[config.mk]
export PLATFORM = sky130hd
export DESIGN_NAME = ultrasonic_range_band_controller_core
export DESIGN_NICKNAME = d
export VERILOG_FILES = /design/src/design/urbc_pkg.sv /design/src/design/urbc_range.sv /design/src/design/ultrasonic_range_band_controller_core.sv
export SDC_FILE = /design/constraint.sdc
export NUM_CORES = 1
export LEC_CHECK = 0
export CAP_MARGIN = 10
export CORE_ASPECT_RATIO = 0.8
export CORE_MARGIN = 8
export CORE_UTILIZATION = 45
export DETAILED_ROUTE_END_ITERATION = 16
export DONT_BUFFER_PORTS = 1
export PLACE_DENSITY = 0.73
export SYNTH_ARGS = -nofsm -noshare
export SYNTH_HDL_FRONTEND = slang
export SYNTH_SLANG_ARGS = --single-unit
[constraint.sdc]
create_clock -name clk -period 7.84 [get_ports clk]
set_clock_uncertainty 0.1 [all_clocks]
set_input_delay 0.392 -clock clk [delete_from_list [all_inputs] [get_ports clk]]
set_output_delay 0.392 -clock clk [all_outputs]
set_load 0.01 [all_outputs]
[src/design/urbc_pkg.sv]
// ----------------------------------------------------------------------------
// urbc_pkg
// Shared types and constants of the ultrasonic range band controller.
// ----------------------------------------------------------------------------
`default_nettype none

package urbc_pkg;

	// configuration port
	localparam int CFG_IDX_W  = 3;
	localparam int CFG_DATA_W = 16;

	localparam logic [CFG_IDX_W-1:0] REG_TRIGGER_TICKS = 3'd0;
	localparam logic [CFG_IDX_W-1:0] REG_HOLDOFF_TICKS = 3'd1;
	localparam logic [CFG_IDX_W-1:0] REG_SCALE_Q16     = 3'd2;
	localparam logic [CFG_IDX_W-1:0] REG_FAR_CM        = 3'd3;
	localparam logic [CFG_IDX_W-1:0] REG_NEAR_CM       = 3'd4;

	// register field widths
	localparam int TRIG_W  = 10;
	localparam int HOLD_W  = 14;
	localparam int SCALE_W = 16;

	// distance
	localparam int DIST_W = 12;
	localparam logic [DIST_W-1:0] DIST_MAX = 12'hFFF;

	// stream widths
	localparam int S_TDATA_W = 8;
	localparam int M_TDATA_W = 24;
	localparam int M_TUSER_W = 1;

	typedef enum logic [1:0] {
		BAND_NONE = 2'd0,
		BAND_FAR  = 2'd1,
		BAND_MID  = 2'd2,
		BAND_NEAR = 2'd3
	} band_t;

endpackage

`default_nettype wire

[src/design/urbc_range.sv]
// ----------------------------------------------------------------------------
// urbc_range
// Echo count to distance in whole cm (Q16 scale, saturated) and band select.
// ----------------------------------------------------------------------------
`default_nettype none

module urbc_range
	import urbc_pkg::*;
#(
	parameter int COUNT_BITS = 16
) (
	input  wire logic [COUNT_BITS-1:0] echo_count,
	input  wire logic [SCALE_W-1:0]    scale_q16,
	input  wire logic [DIST_W-1:0]     far_cm,
	input  wire logic [DIST_W-1:0]     near_cm,
	output logic      [DIST_W-1:0]     distance,
	output band_t                      band
);

	localparam int PROD_W = COUNT_BITS + SCALE_W;

	logic [PROD_W-1:0]     prod;
	logic [COUNT_BITS-1:0] whole_cm;

	assign prod     = PROD_W'(echo_count) * PROD_W'(scale_q16);
	// drop the fraction
	assign whole_cm = prod[PROD_W-1:SCALE_W];

	always_comb begin
		if (whole_cm > COUNT_BITS'(DIST_MAX)) begin
			distance = DIST_MAX;
		end else begin
			distance = whole_cm[DIST_W-1:0];
		end
		// far wins when thresholds cross
		if (distance >= far_cm) begin
			band = BAND_FAR;
		end else if (distance >= near_cm) begin
			band = BAND_MID;
		end else begin
			band = BAND_NEAR;
		end
	end

endmodule

`default_nettype wire

[src/design/ultrasonic_range_band_controller_core.sv]
// ----------------------------------------------------------------------------
// ultrasonic_range_band_controller_core
// Tick-driven echo ranging controller with three distance bands.
//
// Usage:
//   Feed one item per 1 us tick on the slave stream; s_tdata[0] is the sampled
//   echo level. Every accepted item yields exactly one item on the master
//   stream: the trigger level for that tick, the motor and LED lines of the
//   current band, the last distance and a flag that marks the tick on which a
//   new distance and band take effect.
//   Each measurement drives trigger low, high, low (trigger_ticks each), waits
//   for echo, counts echo-high ticks, waits holdoff_ticks and then updates the
//   distance (count * scale_q16 >> 16, capped at 4095) and the band.
//   An item passes the input register, then the result register, before it
//   leaves. Throughput: one item per clock while the master does not stall.
//   A stalled master holds its item; the slave still takes one more item into
//   the input register and then deasserts s_tready until the output drains.
//   Reset clears the pipeline, starts at the first trigger low segment with
//   all motor lines and LEDs off, distance 0, and loads default registers.
//   Registers are written through cfg_we/cfg_index/cfg_wdata; the user must
//   write them only while idle, as the block itself does not enforce this.
// ----------------------------------------------------------------------------
`default_nettype none

module ultrasonic_range_band_controller_core
	import urbc_pkg::*;
#(
	parameter int COUNT_BITS = 16,
	parameter int TIMER_BITS = 14
) (
	input  wire logic                  clk,
	input  wire logic                  arst_n,
	// slave stream
	input  wire logic                  s_tvalid,
	output logic                       s_tready,
	input  wire logic [S_TDATA_W-1:0]  s_tdata,   // [0] echo, [7:1] zero
	// master stream
	output logic                       m_tvalid,
	input  wire logic                  m_tready,
	// [0] trigger, [1] motor_forward, [2] motor_backward, [3] led_green,
	// [4] led_yellow, [5] led_red, [17:6] distance_cm, [23:18] zero
	output logic      [M_TDATA_W-1:0]  m_tdata,
	output logic      [M_TUSER_W-1:0]  m_tuser,   // [0] distance_valid
	// configuration
	input  wire logic                  cfg_we,
	input  wire logic [CFG_IDX_W-1:0]  cfg_index,
	input  wire logic [CFG_DATA_W-1:0] cfg_wdata
);

	localparam logic [TIMER_BITS-1:0] TIMER_MAX = {TIMER_BITS{1'b1}};
	localparam logic [COUNT_BITS-1:0] COUNT_MAX = {COUNT_BITS{1'b1}};
	localparam int HCMP_W = (TIMER_BITS > HOLD_W) ? TIMER_BITS : HOLD_W;
	localparam int PAD_W  = M_TDATA_W - DIST_W - 6;

	typedef enum logic [2:0] {
		PH_TRIG_LOW_A = 3'd0,
		PH_TRIG_HIGH  = 3'd1,
		PH_TRIG_LOW_B = 3'd2,
		PH_WAIT_ECHO  = 3'd3,
		PH_COUNT      = 3'd4,
		PH_HOLDOFF    = 3'd5
	} phase_t;

	// configuration registers
	logic [TRIG_W-1:0]  trigger_ticks_q;
	logic [HOLD_W-1:0]  holdoff_ticks_q;
	logic [SCALE_W-1:0] scale_q16_q;
	logic [DIST_W-1:0]  far_cm_q;
	logic [DIST_W-1:0]  near_cm_q;

	// input register
	logic valid_s1;
	logic echo_s1;

	// measurement state
	phase_t                phase_q;
	logic [TIMER_BITS-1:0] phase_timer_q;
	logic [COUNT_BITS-1:0] echo_count_q;
	band_t                 band_q;
	logic [DIST_W-1:0]     last_distance_q;

	// result register
	logic                 valid_s2;
	logic [M_TDATA_W-1:0] data_s2;
	logic                 dvalid_s2;

	// next-state logic
	phase_t                phase_d;
	logic [TIMER_BITS-1:0] timer_d;
	logic [COUNT_BITS-1:0] count_d;
	band_t                 band_d;
	logic [DIST_W-1:0]     dist_d;
	logic                  trig;
	logic                  hold;
	logic                  finish;

	logic [TIMER_BITS-1:0] timer_base;
	logic [TIMER_BITS-1:0] timer_inc;
	logic                  timer_sat;
	logic                  trig_done;
	logic                  hold_done;

	logic [DIST_W-1:0] calc_dist;
	band_t             calc_band;

	logic advance;
	logic step;

	// advance when the result register is free or drains this cycle
	assign advance  = !valid_s2 || m_tready;
	assign step     = valid_s1 && advance;
	assign s_tready = !valid_s1 || advance;

	assign m_tvalid = valid_s2;
	assign m_tdata  = data_s2;
	assign m_tuser  = dvalid_s2;

	// configuration writes; unknown indexes drop
	always_ff @(posedge clk or negedge arst_n) begin
		if (!arst_n) begin
			trigger_ticks_q <= TRIG_W'(10);
			holdoff_ticks_q <= HOLD_W'(10000);
			scale_q16_q     <= SCALE_W'(2228);
			far_cm_q        <= DIST_W'(550);
			near_cm_q       <= DIST_W'(450);
		end else if (cfg_we) begin
			case (cfg_index)
				REG_TRIGGER_TICKS: trigger_ticks_q <= cfg_wdata[TRIG_W-1:0];
				REG_HOLDOFF_TICKS: holdoff_ticks_q <= cfg_wdata[HOLD_W-1:0];
				REG_SCALE_Q16:     scale_q16_q     <= cfg_wdata[SCALE_W-1:0];
				REG_FAR_CM:        far_cm_q        <= cfg_wdata[DIST_W-1:0];
				REG_NEAR_CM:       near_cm_q       <= cfg_wdata[DIST_W-1:0];
				default: begin
				end
			endcase
		end
	end

	// hold the echo sample until the step logic takes it
	always_ff @(posedge clk or negedge arst_n) begin
		if (!arst_n) begin
			valid_s1 <= 1'b0;
			echo_s1  <= 1'b0;
		end else if (s_tready) begin
			valid_s1 <= s_tvalid;
			echo_s1  <= s_tdata[0];
		end
	end

	urbc_range #(
		.COUNT_BITS (COUNT_BITS)
	) u_range (
		.echo_count (echo_count_q),
		.scale_q16  (scale_q16_q),
		.far_cm     (far_cm_q),
		.near_cm    (near_cm_q),
		.distance   (calc_dist),
		.band       (calc_band)
	);

	// holdoff entered from the count phase starts from a cleared timer
	assign timer_base = (phase_q == PH_COUNT) ? '0 : phase_timer_q;
	assign timer_sat  = (timer_base == TIMER_MAX);
	assign timer_inc  = timer_sat ? TIMER_MAX : timer_base + TIMER_BITS'(1);
	// zero trigger length acts as one; a saturated timer ends the segment
	assign trig_done  = (timer_inc >= TIMER_BITS'(trigger_ticks_q)) ||
	                    (timer_inc == TIMER_MAX);
	assign hold_done  = (HCMP_W'(timer_inc) >= HCMP_W'(holdoff_ticks_q)) ||
	                    (timer_inc == TIMER_MAX);

	always_comb begin
		phase_d = phase_q;
		timer_d = phase_timer_q;
		count_d = echo_count_q;
		band_d  = band_q;
		dist_d  = last_distance_q;
		trig    = 1'b0;
		hold    = 1'b0;
		finish  = 1'b0;

		case (phase_q)
			PH_TRIG_LOW_A: begin
				if (trig_done) begin
					phase_d = PH_TRIG_HIGH;
					timer_d = '0;
				end else begin
					timer_d = timer_inc;
				end
			end
			PH_TRIG_HIGH: begin
				trig = 1'b1;
				if (trig_done) begin
					phase_d = PH_TRIG_LOW_B;
					timer_d = '0;
				end else begin
					timer_d = timer_inc;
				end
			end
			PH_TRIG_LOW_B: begin
				if (trig_done) begin
					phase_d = PH_WAIT_ECHO;
					timer_d = '0;
				end else begin
					timer_d = timer_inc;
				end
			end
			PH_WAIT_ECHO: begin
				// no timeout: wait here for the echo to rise
				if (echo_s1) begin
					count_d = COUNT_BITS'(1);
					phase_d = PH_COUNT;
					timer_d = '0;
				end
			end
			PH_COUNT: begin
				if (echo_s1) begin
					if (echo_count_q != COUNT_MAX) begin
						count_d = echo_count_q + COUNT_BITS'(1);
					end
				end else begin
					// falling tick is holdoff tick one
					hold = 1'b1;
				end
			end
			PH_HOLDOFF: begin
				hold = 1'b1;
			end
			default: begin
				phase_d = PH_TRIG_LOW_A;
				timer_d = '0;
			end
		endcase

		if (hold) begin
			if (hold_done) begin
				finish  = 1'b1;
				band_d  = calc_band;
				dist_d  = calc_dist;
				phase_d = PH_TRIG_LOW_A;
				timer_d = '0;
			end else begin
				phase_d = PH_HOLDOFF;
				timer_d = timer_inc;
			end
		end
	end

	// advance state and load the result item, one tick per step
	always_ff @(posedge clk or negedge arst_n) begin
		if (!arst_n) begin
			phase_q         <= PH_TRIG_LOW_A;
			phase_timer_q   <= '0;
			echo_count_q    <= '0;
			band_q          <= BAND_NONE;
			last_distance_q <= '0;
			valid_s2        <= 1'b0;
			data_s2         <= '0;
			dvalid_s2       <= 1'b0;
		end else begin
			if (advance) begin
				valid_s2 <= valid_s1;
			end
			if (step) begin
				phase_q         <= phase_d;
				phase_timer_q   <= timer_d;
				echo_count_q    <= count_d;
				band_q          <= band_d;
				last_distance_q <= dist_d;
				// new band and distance show on the tick they take effect
				data_s2 <= {{PAD_W{1'b0}}, dist_d,
				            band_d == BAND_NEAR, band_d == BAND_MID,
				            band_d == BAND_FAR, band_d == BAND_NEAR,
				            band_d == BAND_FAR, trig};
				dvalid_s2 <= finish;
			end
		end
	end

endmodule

`default_nettype wire

==> results of run 1 <==
## synthesized netlist by cell type, types with 4 or more instances
library cell	n	share of area, %
nand3b_1	5	0.25
inv_1	286	7.2
a22o_1	12	0.70
a31oi_1	18	0.75
a21oi_1	42	1.4
nor2_1	52	1.3
nor3_1	10	0.33
ha_1	151	13
nand4_1	16	0.67
clkbuf_1	69	1.7
a2111oi_0	4	0.23
a211oi_1	10	0.50
a21o_1	20	1.0
or4_1	4	0.20
nor4_1	7	0.29
nand2b_1	12	0.50
dfrtp_1	99	17
dfstp_2	20	3.5
xnor2_1	22	1.3
mux2_2	33	2.5
nand3_1	25	0.83
o21ai_0	76	2.5
and3_1	6	0.25
buf_4	8	0.40
o211ai_1	8	0.40
o21a_1	8	0.40
and2_1	126	5.3
xor2_1	8	0.47
o31ai_1	10	0.50
fa_1	193	26
nand2_1	243	6.1
## cell type report
cell class	instances	share of cell area [%]
clock inverter	12	0.594
sequential	119	16.9
antenna	4	0.0559
inverter	286	5.99
multi-input combinational	1181	62.2
tap	427	2.98
clock buffer	19	2.42
timing repair buffer	182	8.84
## critical path: cells and delay by family (launching register included)
family | cells | cell delay (ps)
AND/OR/NAND/NOR | 4 | 740
flip-flops | 1 | 520
buffers and inverters | 5 | 640
adder cells (fa/ha/maj) | 8 | 3410
AO/OA/AOI/OAI | 11 | 2360
XOR/XNOR | 1 | 150
## registers in the layout (all words and copies together), names as in the netlist, 2 cells and up
| name | count |
|---|---|
| echo_count_q | 16 |
| scale_q16_q | 16 |
| holdoff_ticks_q | 14 |
| phase_timer_q | 14 |
| far_cm_q | 12 |
| last_distance_q | 12 |
| near_cm_q | 12 |
| trigger_ticks_q | 10 |
| m_tdata | 4 |
| phase_q | 3 |
| band_q | 2 |
## cell families (layout without fill, tap and decap cells)
| group | count (synthesis) | after routing |
|---|---|---|
| AO/OA/AOI/OAI | 236 | 236 |
| XOR/XNOR | 30 | 30 |
| adder cells (fa/ha/maj) | 344 | 344 |
| buffers and inverters | 369 | 499 |
| flip-flops | 119 | 119 |
| multiplexers | 37 | 37 |
| other | 1 | 10 |
| AND/OR/NAND/NOR | 528 | 528 |
## metrics by stage
| stage | util [%] | total power (W) | instance area [um^2] | instances | worst slack (ps) |
|---|---|---|---|---|---|
| final | 54.8 | 0.00237 | 17900 | 2230 | -151 |
| after floorplan | - | 0.00128 | 15200 | 1669 | 3.20 |
| after global placement | 50.1 | 0.00149 | 16400 | 2147 | -181 |
| after detailed placement | 50.1 | 0.00152 | 16400 | 2147 | -333 |
| after global routing | 54.8 | 0.00250 | 17900 | 2229 | -391 |
| after CTS | 53.9 | 0.00234 | 17600 | 2217 | -34.4 |
## routing by layer
metal | wire (um) | GRT usage [%] | share of wire (%) | vias up
li1 | - | - | - | 5569
met5 | 0 | 0 | 0 | -
met4 | 1450 | 8.30 | 3.5 | 0
met3 | 3130 | 4.25 | 7.6 | 94
met2 | 18800 | 34.3 | 46 | 449
met1 | 17900 | 29.8 | 43 | 6156
## what timing repair did
item / in CTS / in global routing
pin swaps: 46 / 56
setup buffers: 24 / 10
cloned: 0 / 0
endpoints found under the hold margin: 152 / 0
hold buffers: 16 / 0
gates resized for setup: 85 / 61
endpoints found under the setup margin: 5 / 5
## power by group
group          leakage [nW]  total [W]  internal, W  switching (W)
registers              1.46   0.000854     0.000726       0.000128
logic                  7.18   0.000779     0.000352       0.000426
clock network         0.255   0.000733     0.000432       0.000301
## worst min path at each step
stage / to / cells past startpoint
final: trigger_ticks_q[5] / 2
after global routing: scale_q16_q[9] / 1
after global placement: scale_q16_q[14] / 0
after detailed placement: scale_q16_q[14] / 0
after floorplan: band_q[0] / 0
after CTS: echo_s1 / 1
==> impl_metrics.py, run 1 <==
metrics = {
    "status": {
        "status": "finished with violations",
        "violations": "setup timing",
    },
    "global_route": {
        "grt_pass1_vias": 12800,
        "grt_antenna_before_repair": 1,
        "grt_pass1_wl_um": 67900,
        "grt_use_total_pct": 21.9,
        "grt_remaining_overflow": 0,
        "grt_max_degree": 120,
    },
    "floorplanning": {
        "core_mm2": 0.0327,
        "num_io_pins": 59,
        "die_h_um": 179,
        "die_x_um": 220,
        "num_rows": 59,
        "dieArea_mm2": 0.0395,
        "start_util_pct": 45.9,
    },
    "detailed_routing": {
        "dr.pass1.iters": 7,
        "drt_iter0_drc": 961,
        "drt-total-wl_um": 41400,
        "viasPerCell": 5.50,
        "via_count": 12300,
        "drtAntennaViolNets": 0,
        "wl_per_cell_um": 18.5,
        "drc": 0,
    },
    "sta": {
        "rsz0062_at_grt": "yes",
        "fin_hold_ws_ps": 10.9,
        "setup_slack_ps": -151,
        "timing_hold_violations_final": 0,
        "setup_violations": 3,
        "slew_headroom_pct": 34.4,
        "worstMarginPinSlew_ps": 980,
        "finalSetupTns_ps": -386,
        "fmax_mhz": 125,
        "layout_min_cycle_time_ps": 7990,
        "maxSlewViolCount": 0,
        "min_period_over_period_pct": 102,
    },
    "yosys": {
        "synth_xor_area_share_pct": 1.75,
        "synth-seq-cells": 119,
        "async_flop_share_pct": 100,
        "synth_area_per_cell_um2": 9.02,
        "postSynthCellCount": 1664,
        "synthFlopType": "dfrtp_1",
        "synthSimpleGateAreaFrac_pct": 17.4,
        "synth_compound_area_share_pct": 10.1,
        "synth_top_family_by_area": "adder cells",
        "ys_seq_area_share_pct": 20.0,
        "synth-edff-count": 0,
        "synth.distinct_cells": 73,
        "syn-cell-area_mm2": 0.0150,
        "synthAdderAreaFrac_pct": 38.3,
        "ys_warn_count": 0,
        "muxShareOfSynthArea_pct": 2.81,
    },
    "setup_path": {
        "worstSetupEndpointType": "flip-flop",
        "crit_path_start": "scale_q16_q[10]",
        "r2r_setup_slack_ps": -150,
        "path_class": "reg2reg",
        "crit_path_max_incr_delay_ps": 540,
        "cp-start-kind": "flip-flop",
        "rr_worst_depth": 29,
        "r2r_end": "m_tdata[4]",
        "slowest_stage": "fa_1",
        "critPathMostFrequentCell": "fa_1",
        "path_max_fanout": 8,
        "arrival_ps": 8230,
        "required_ps": 8080,
        "worstSetupEndpoint": "m_tdata[4]",
        "worstReg2RegStart": "scale_q16_q[10]",
    },
    "final_layout": {
        "fin_nets": 2163,
        "final_common_cell": "inv_1",
        "drive_above_1_share_pct": 21.5,
        "ff_latch_area_mm2": 0.00303,
        "nFillCells": 2820,
        "most-common-layout-cells": "271 x inv_1, 235 x nand2_1, 185 x fa_1",
        "areaGrowthSynthToFinish_pct": 19.4,
        "multi_input_area_mm2": 0.0111,
    },
    "power": {
        "cellLeakagePower_nw": 8.90,
        "power-per-cell-area_mw_per_mm2": 132,
        "ir_drop_v": 0.000150,
    },
    "placed_design": {
        "io_buffers": 0,
        "place_congestion": 0.914,
        "post-dp-hpwl_um": 30700,
    },
    "cts": {
        "clk_pin_slew_worst_paths_ps": 60,
        "ctsRootBufferMaster": "clkbuf_16",
        "clk_latency_ps": 430,
        "clockBufferDepth": 2,
        "cts.htree.levels": 4,
        "cts_sinks": 119,
        "cts_tree": "built",
        "cts_buffers": 17,
    },
    "job": {
        "drv_cap": 0,
    },
    "min_path": {
        "hp-start": "cfg_wdata[5]",
        "min-delay-path-class": "in2reg",
    },
}
(Power assumes the default switching activity.)
==> run 2: changes to the inputs <==
Settings changed: CORE_UTILIZATION 45 to 44, PLACE_DENSITY 0.73 to 0.72.
==> impl_metrics.py, run 2 (same netlist as run 1, synthesis figures left out) <==
metrics = {
    "placed_design": {
        "io_buffers": 0,
        "place_area_mm2": 0.0165,
        "place_congestion": 0.890,
        "post-dp-hpwl_um": 30900,
    },
    "final_layout": {
        "ff_latch_area_mm2": 0.00302,
        "most-common-layout-cells": "268 x inv_1, 229 x nand2_1, 185 x fa_1",
        "antenna_cells": 0,
        "multi_input_area_mm2": 0.0113,
        "utilization_pct": 54.4,
        "drive_above_1_share_pct": 23.1,
        "post-route-cell-area_mm2": 0.0183,
        "nFillCells": 2853,
        "areaGrowthSynthToFinish_pct": 22.0,
        "fin_nets": 2187,
        "final_common_cell": "inv_1",
        "top_regs": "echo_count_q (16), scale_q16_q (16)",
    },
    "global_route": {
        "grt_antenna_before_repair": 0,
        "grt_max_degree": 120,
        "top_usage_layer": "met2",
        "grt_pass1_vias": 12300,
        "grtUsageMet3_pct": 3.80,
        "grt_pass1_wl_um": 65700,
        "use_met2_pct": 31.4,
        "use_met1_pct": 29.0,
        "grt_use_total_pct": 20.2,
        "grt_remaining_overflow": 0,
    },
    "sta": {
        "fmax_mhz": 126,
        "worstMarginPinSlew_ps": 944,
        "setup_slack_ps": -74.6,
        "setup_violations": 3,
        "timing_hold_violations_final": 0,
        "slew_headroom_pct": 36.8,
        "min_period_over_period_pct": 101,
        "layout_min_cycle_time_ps": 7910,
        "rsz0062_at_grt": "yes",
        "maxSlewViolCount": 0,
    },
    "min_path": {
        "hold_path_depth": 1,
        "hold_end": "far_cm_q[6]",
        "hp-start": "cfg_wdata[6]",
        "min-delay-path-class": "in2reg",
    },
    "setup_path": {
        "rr_worst_depth": 29,
        "arrival_ps": 8150,
        "slowest_stage": "dfstp_2",
        "r2r_setup_slack_ps": -70,
        "path_max_fanout": 7,
        "worstSetupEndpointType": "flip-flop",
        "cp-start-kind": "flip-flop",
        "worstReg2RegStart": "scale_q16_q[5]",
        "required_ps": 8070,
        "critPathMostFrequentCell": "fa_1",
        "r2r_end": "band_q[0]",
        "crit_path_max_incr_delay_ps": 640,
        "path_class": "reg2reg",
    },
    "cts": {
        "clk_latency_ps": 440,
        "cts.htree.levels": 4,
        "cts_tree": "built",
        "clockBufferDepth": 2,
        "cts_buffers": 17,
        "cts_sinks": 119,
        "clk_pin_slew_worst_paths_ps": 60,
        "ctsRootBufferMaster": "clkbuf_16",
    },
    "floorplanning": {
        "die_h_um": 181,
        "num_rows": 60,
        "die_x_um": 222,
        "start_util_pct": 44.6,
        "core_mm2": 0.0336,
        "dieArea_mm2": 0.0403,
        "num_io_pins": 59,
    },
    "detailed_routing": {
        "drt-total-wl_um": 41000,
        "wl_per_cell_um": 18.1,
        "dr.pass1.iters": 5,
        "drc": 0,
        "viasPerCell": 5.45,
        "drtAntennaViolNets": 0,
        "drt_iter0_drc": 854,
        "via_count": 12300,
    },
    "status": {
        "status": "finished with violations",
        "violations": "setup timing",
    },
    "power": {
        "power_w": 0.00252,
        "ir_drop_v": 0.000180,
        "cellLeakagePower_nw": 9.07,
        "power-per-cell-area_mw_per_mm2": 138,
    },
    "job": {
        "drv_cap": 0,
    },
}
-- run 2: metrics by stage --
stage / setup TNS [ps] / hold slack, ps / setup WS [ps] / instances
after detailed placement: -1080 / 2.71 / -327 / 2167
after global routing: -920 / 3.92 / -285 / 2258
after CTS: 0 / 1.30 / 2.44 / 2249
final: -135 / 16.2 / -74.6 / 2258
after global placement: -536 / 3.63 / -189 / 2167
after floorplan: 0 / -3.59 / 3.20 / 1669
-- run 2: critical path: cells and delay by family, from the launching register on --
family          cells  cell delay, ps
fa+ha+maj           8            3400
simple gates        8            1740
flops               1             640
buf+inv             5             360
compound gates      8            1580
-- run 2: cell type report --
class / instances / area share (%)
Clock inverter: 11 / 0.930
Inverter: 286 / 5.87
Tap cell: 434 / 2.97
Multi-Input combinational cell: 1181 / 61.6
Timing Repair Buffer: 206 / 9.57
Sequential cell: 119 / 16.5
Clock buffer: 21 / 2.57
-- run 2: where the power goes --
| group | switching (W) | internal [W] |
|---|---|---|
| logic | 0.000440 | 0.000366 |
| clock network | 0.000313 | 0.000557 |
| registers | 0.000121 | 0.000725 |
| total | 0.000874 | 0.00165 |
-- run 2: how the worst max path moves through the flow --
stage,slack (ps),startpoint,end,depth (start not counted)
after CTS,2,echo_count_q[4],band_q[0],32
final,-70,scale_q16_q[5],band_q[0],29
after global placement,-190,scale_q16_q[6],m_tdata[4],28
after floorplan,3,echo_count_q[5],m_tdata[4],30
after detailed placement,-330,echo_count_q[10],m_tdata[4],28
after global routing,-290,scale_q16_q[9],m_tdata[4],32
-- run 2: repair_timing --
item | in CTS | in global routing
cloned | 1 | 0
gates resized for setup | 82 | 81
endpoints found under the hold margin | 181 | 0
buffers inserted | 28 | 10
setup endpoints to repair | 5 | 5
hold buffers | 22 | 0
pin swaps | 42 | 70
-- run 2: layer usage --
metal  wire length, um  share of wire [%]  vias up
met2             18700                 46      399
li1                  -                  -     5625
met4               557                1.4        0
met5                 0                  0        -
met1             18900                 46     6240
met3              2820                6.9       53
==> run 3: changes to the inputs <==
Settings changed: SYNTH_HIERARCHICAL set to 1.
==> impl_metrics.py, run 3 <==
metrics = {
    "final_layout": {
        "drive_above_1_share_pct": 22.7,
        "most-common-layout-cells": "283 x inv_1, 221 x nand2_1, 188 x fa_1",
        "final_common_cell": "inv_1",
        "fin_nets": 2179,
        "areaGrowthSynthToFinish_pct": 20.1,
        "final_cells": 2251,
        "top_regs": "echo_count_q (16), scale_q16_q (16)",
        "antenna_cells": 0,
    },
    "detailed_routing": {
        "drt-total-wl_um": 39000,
        "dr.pass1.iters": 5,
        "via_count": 12200,
        "drc": 0,
        "drtAntennaViolNets": 0,
        "drt_iter0_drc": 1012,
        "wl_per_cell_um": 17.3,
        "viasPerCell": 5.42,
    },
    "yosys": {
        "ys_warn_count": 6,
        "syn-cell-area_mm2": 0.0151,
        "muxShareOfSynthArea_pct": 4.57,
        "ys_seq_area_share_pct": 19.9,
        "synth.distinct_cells": 74,
        "synth_compound_area_share_pct": 8.79,
        "postSynthCellCount": 1642,
        "synth_area_per_cell_um2": 9.19,
        "synth-edff-count": 0,
        "netlist_top_cells_area": "fa_1 26%, dfrtp_1 16%, ha_1 12%",
        "synth_top_family_by_area": "adder cells",
        "synthSimpleGateAreaFrac_pct": 17.1,
        "synthFlopType": "dfrtp_1",
        "synthAdderAreaFrac_pct": 38.0,
        "ys_top_cells_by_count": "290 x inv_1, 226 x nand2_1, 193 x fa_1",
        "async_flop_share_pct": 100,
        "synth-seq-cells": 119,
        "synth_xor_area_share_pct": 1.96,
        "synth_top_area_share_pct": 25.6,
        "synth_top_area_cell": "fa_1",
        "yosys.cell_count.top_type": "inv_1",
    },
    "global_route": {
        "grt_max_degree": 120,
        "grt_remaining_overflow": 0,
        "grt_pass1_vias": 12700,
        "grt_antenna_before_repair": 0,
        "grt_pass1_wl_um": 65000,
        "grt_use_total_pct": 19.5,
    },
    "sta": {
        "worstMarginPinSlew_ps": 947,
        "maxSlewViolCount": 0,
        "timing_hold_violations_final": 0,
        "layout_min_cycle_time_ps": 8150,
        "fin_hold_ws_ps": 6.15,
        "setup_slack_ps": -314,
        "setup_violations": 5,
        "fmax_mhz": 123,
        "min_period_over_period_pct": 104,
        "slew_headroom_pct": 36.8,
        "rsz0062_at_grt": "yes",
    },
    "placed_design": {
        "post-dp-hpwl_um": 30300,
        "place_congestion": 0.893,
        "io_buffers": 0,
        "dp_cells": 2180,
    },
    "setup_path": {
        "critPathMostFrequentCell": "fa_1",
        "crit_path_max_incr_delay_ps": 610,
        "worstSetupEndpointType": "flip-flop",
        "path_max_fanout": 4,
        "cp-start-kind": "flip-flop",
        "slowest_stage": "dfstp_2",
        "path_class": "reg2reg",
        "arrival_ps": 8370,
        "required_ps": 8060,
    },
    "cts": {
        "clockBufferDepth": 2,
        "clk_pin_slew_worst_paths_ps": 60,
        "cts_tree": "built",
        "cts_sinks": 119,
        "clk_latency_ps": 430,
        "cts.htree.levels": 4,
        "cts_buffers": 17,
        "ctsRootBufferMaster": "clkbuf_16",
    },
    "status": {
        "violations": "setup timing",
        "status": "finished with violations",
    },
    "floorplanning": {
        "dieArea_mm2": 0.0405,
        "num_rows": 60,
        "start_util_pct": 44.8,
        "die_x_um": 223,
        "num_io_pins": 59,
        "core_mm2": 0.0337,
        "die_h_um": 182,
    },
    "job": {
        "drv_cap": 0,
    },
    "power": {
        "cellLeakagePower_nw": 9.10,
        "ir_drop_v": 0.000174,
        "power-per-cell-area_mw_per_mm2": 185,
    },
    "min_path": {
        "min-delay-path-class": "in2reg",
    },
}
[run 3: layout make-up]
class	count	area, um^2
fill	2885	15600
multi-input combinational	1163	11000
sequential	119	3030
timing repair buffer	213	1820
inverter	290	1090
tap	434	543
clock buffer	18	439
clock inverter	14	178
[run 3: worst max-delay path, delay by kind of cell, from the launching register on]
kind | cells | cell delay, ps
compound gates | 10 | 1920
fa+ha+maj | 8 | 3530
buf+inv | 5 | 490
flops | 1 | 610
simple gates | 8 | 1370
[run 3: final timing paths]
check | start | to | slack [ps] | cells past startpoint
worst min register to register | near_cm_q[3] | near_cm_q[3] | 410 | 1
max in group asynchronous | arst_n | scale_q16_q[6] | 6610 | 2
worst max register to register | scale_q16_q[11] | m_tdata[5] | -310 | 31
worst max-delay path | scale_q16_q[11] | m_tdata[5] | -310 | 31
min in group asynchronous | arst_n | phase_timer_q[11] | 460 | 2
worst min-delay path | cfg_wdata[4] | holdoff_ticks_q[4] | 6 | 2
[run 3: layer usage]
| metal | share of wire [%] | global-route usage (%) | vias to the layer above | wire [um] |
|---|---|---|---|---|
| li1 | - | - | 5571 | - |
| met1 | 44 | 26.0 | 6187 | 17000 |
| met2 | 49 | 32.6 | 382 | 19000 |
| met3 | 5.2 | 2.58 | 66 | 2010 |
| met4 | 2.4 | 6.08 | 0 | 935 |
| met5 | 0 | 0 | - | 0 |
[run 3: cell families after synthesis]
| group | count (synthesis) |
|---|---|
| flops | 119 |
| simple gates | 507 |
| compound gates | 215 |
| other cells | 1 |
| fa+ha+maj | 343 |
| mux | 59 |
| buf+inv | 365 |
| xor+xnor | 33 |
[run 3: repair_timing]
item / 4_1_cts / 5_1_grt
hold buffers: 15 / 1
endpoints found under the hold margin: 139 / 1
gates resized for setup: 35 / 56
setup buffers: 15 / 9
cloned: 1 / 0
pin swaps: 33 / 39
setup endpoints to repair: 5 / 5
[run 3: where the power goes]
group | leakage (nW) | internal (W) | switching, W
sequential | 1.46 | 0.000743 | 0.000147
combinational | 7.34 | 0.000766 | 0.000871
clock | 0.306 | 0.000493 | 0.000336
[run 3: stage by stage]
step | setup slack [ps] | setup TNS [ps] | utilization (%) | power, W | area (um^2)
after floorplan | 4.56 | 0 | - | 0.00182 | 15200
after detailed placement | -629 | -2550 | 49.7 | 0.00238 | 16800
after global routing | -584 | -2470 | 53.8 | 0.00362 | 18100
final | -314 | -1200 | 53.8 | 0.00336 | 18100
after global placement | -472 | -1840 | 49.7 | 0.00233 | 16800
after CTS | -302 | -1210 | 52.9 | 0.00331 | 17800
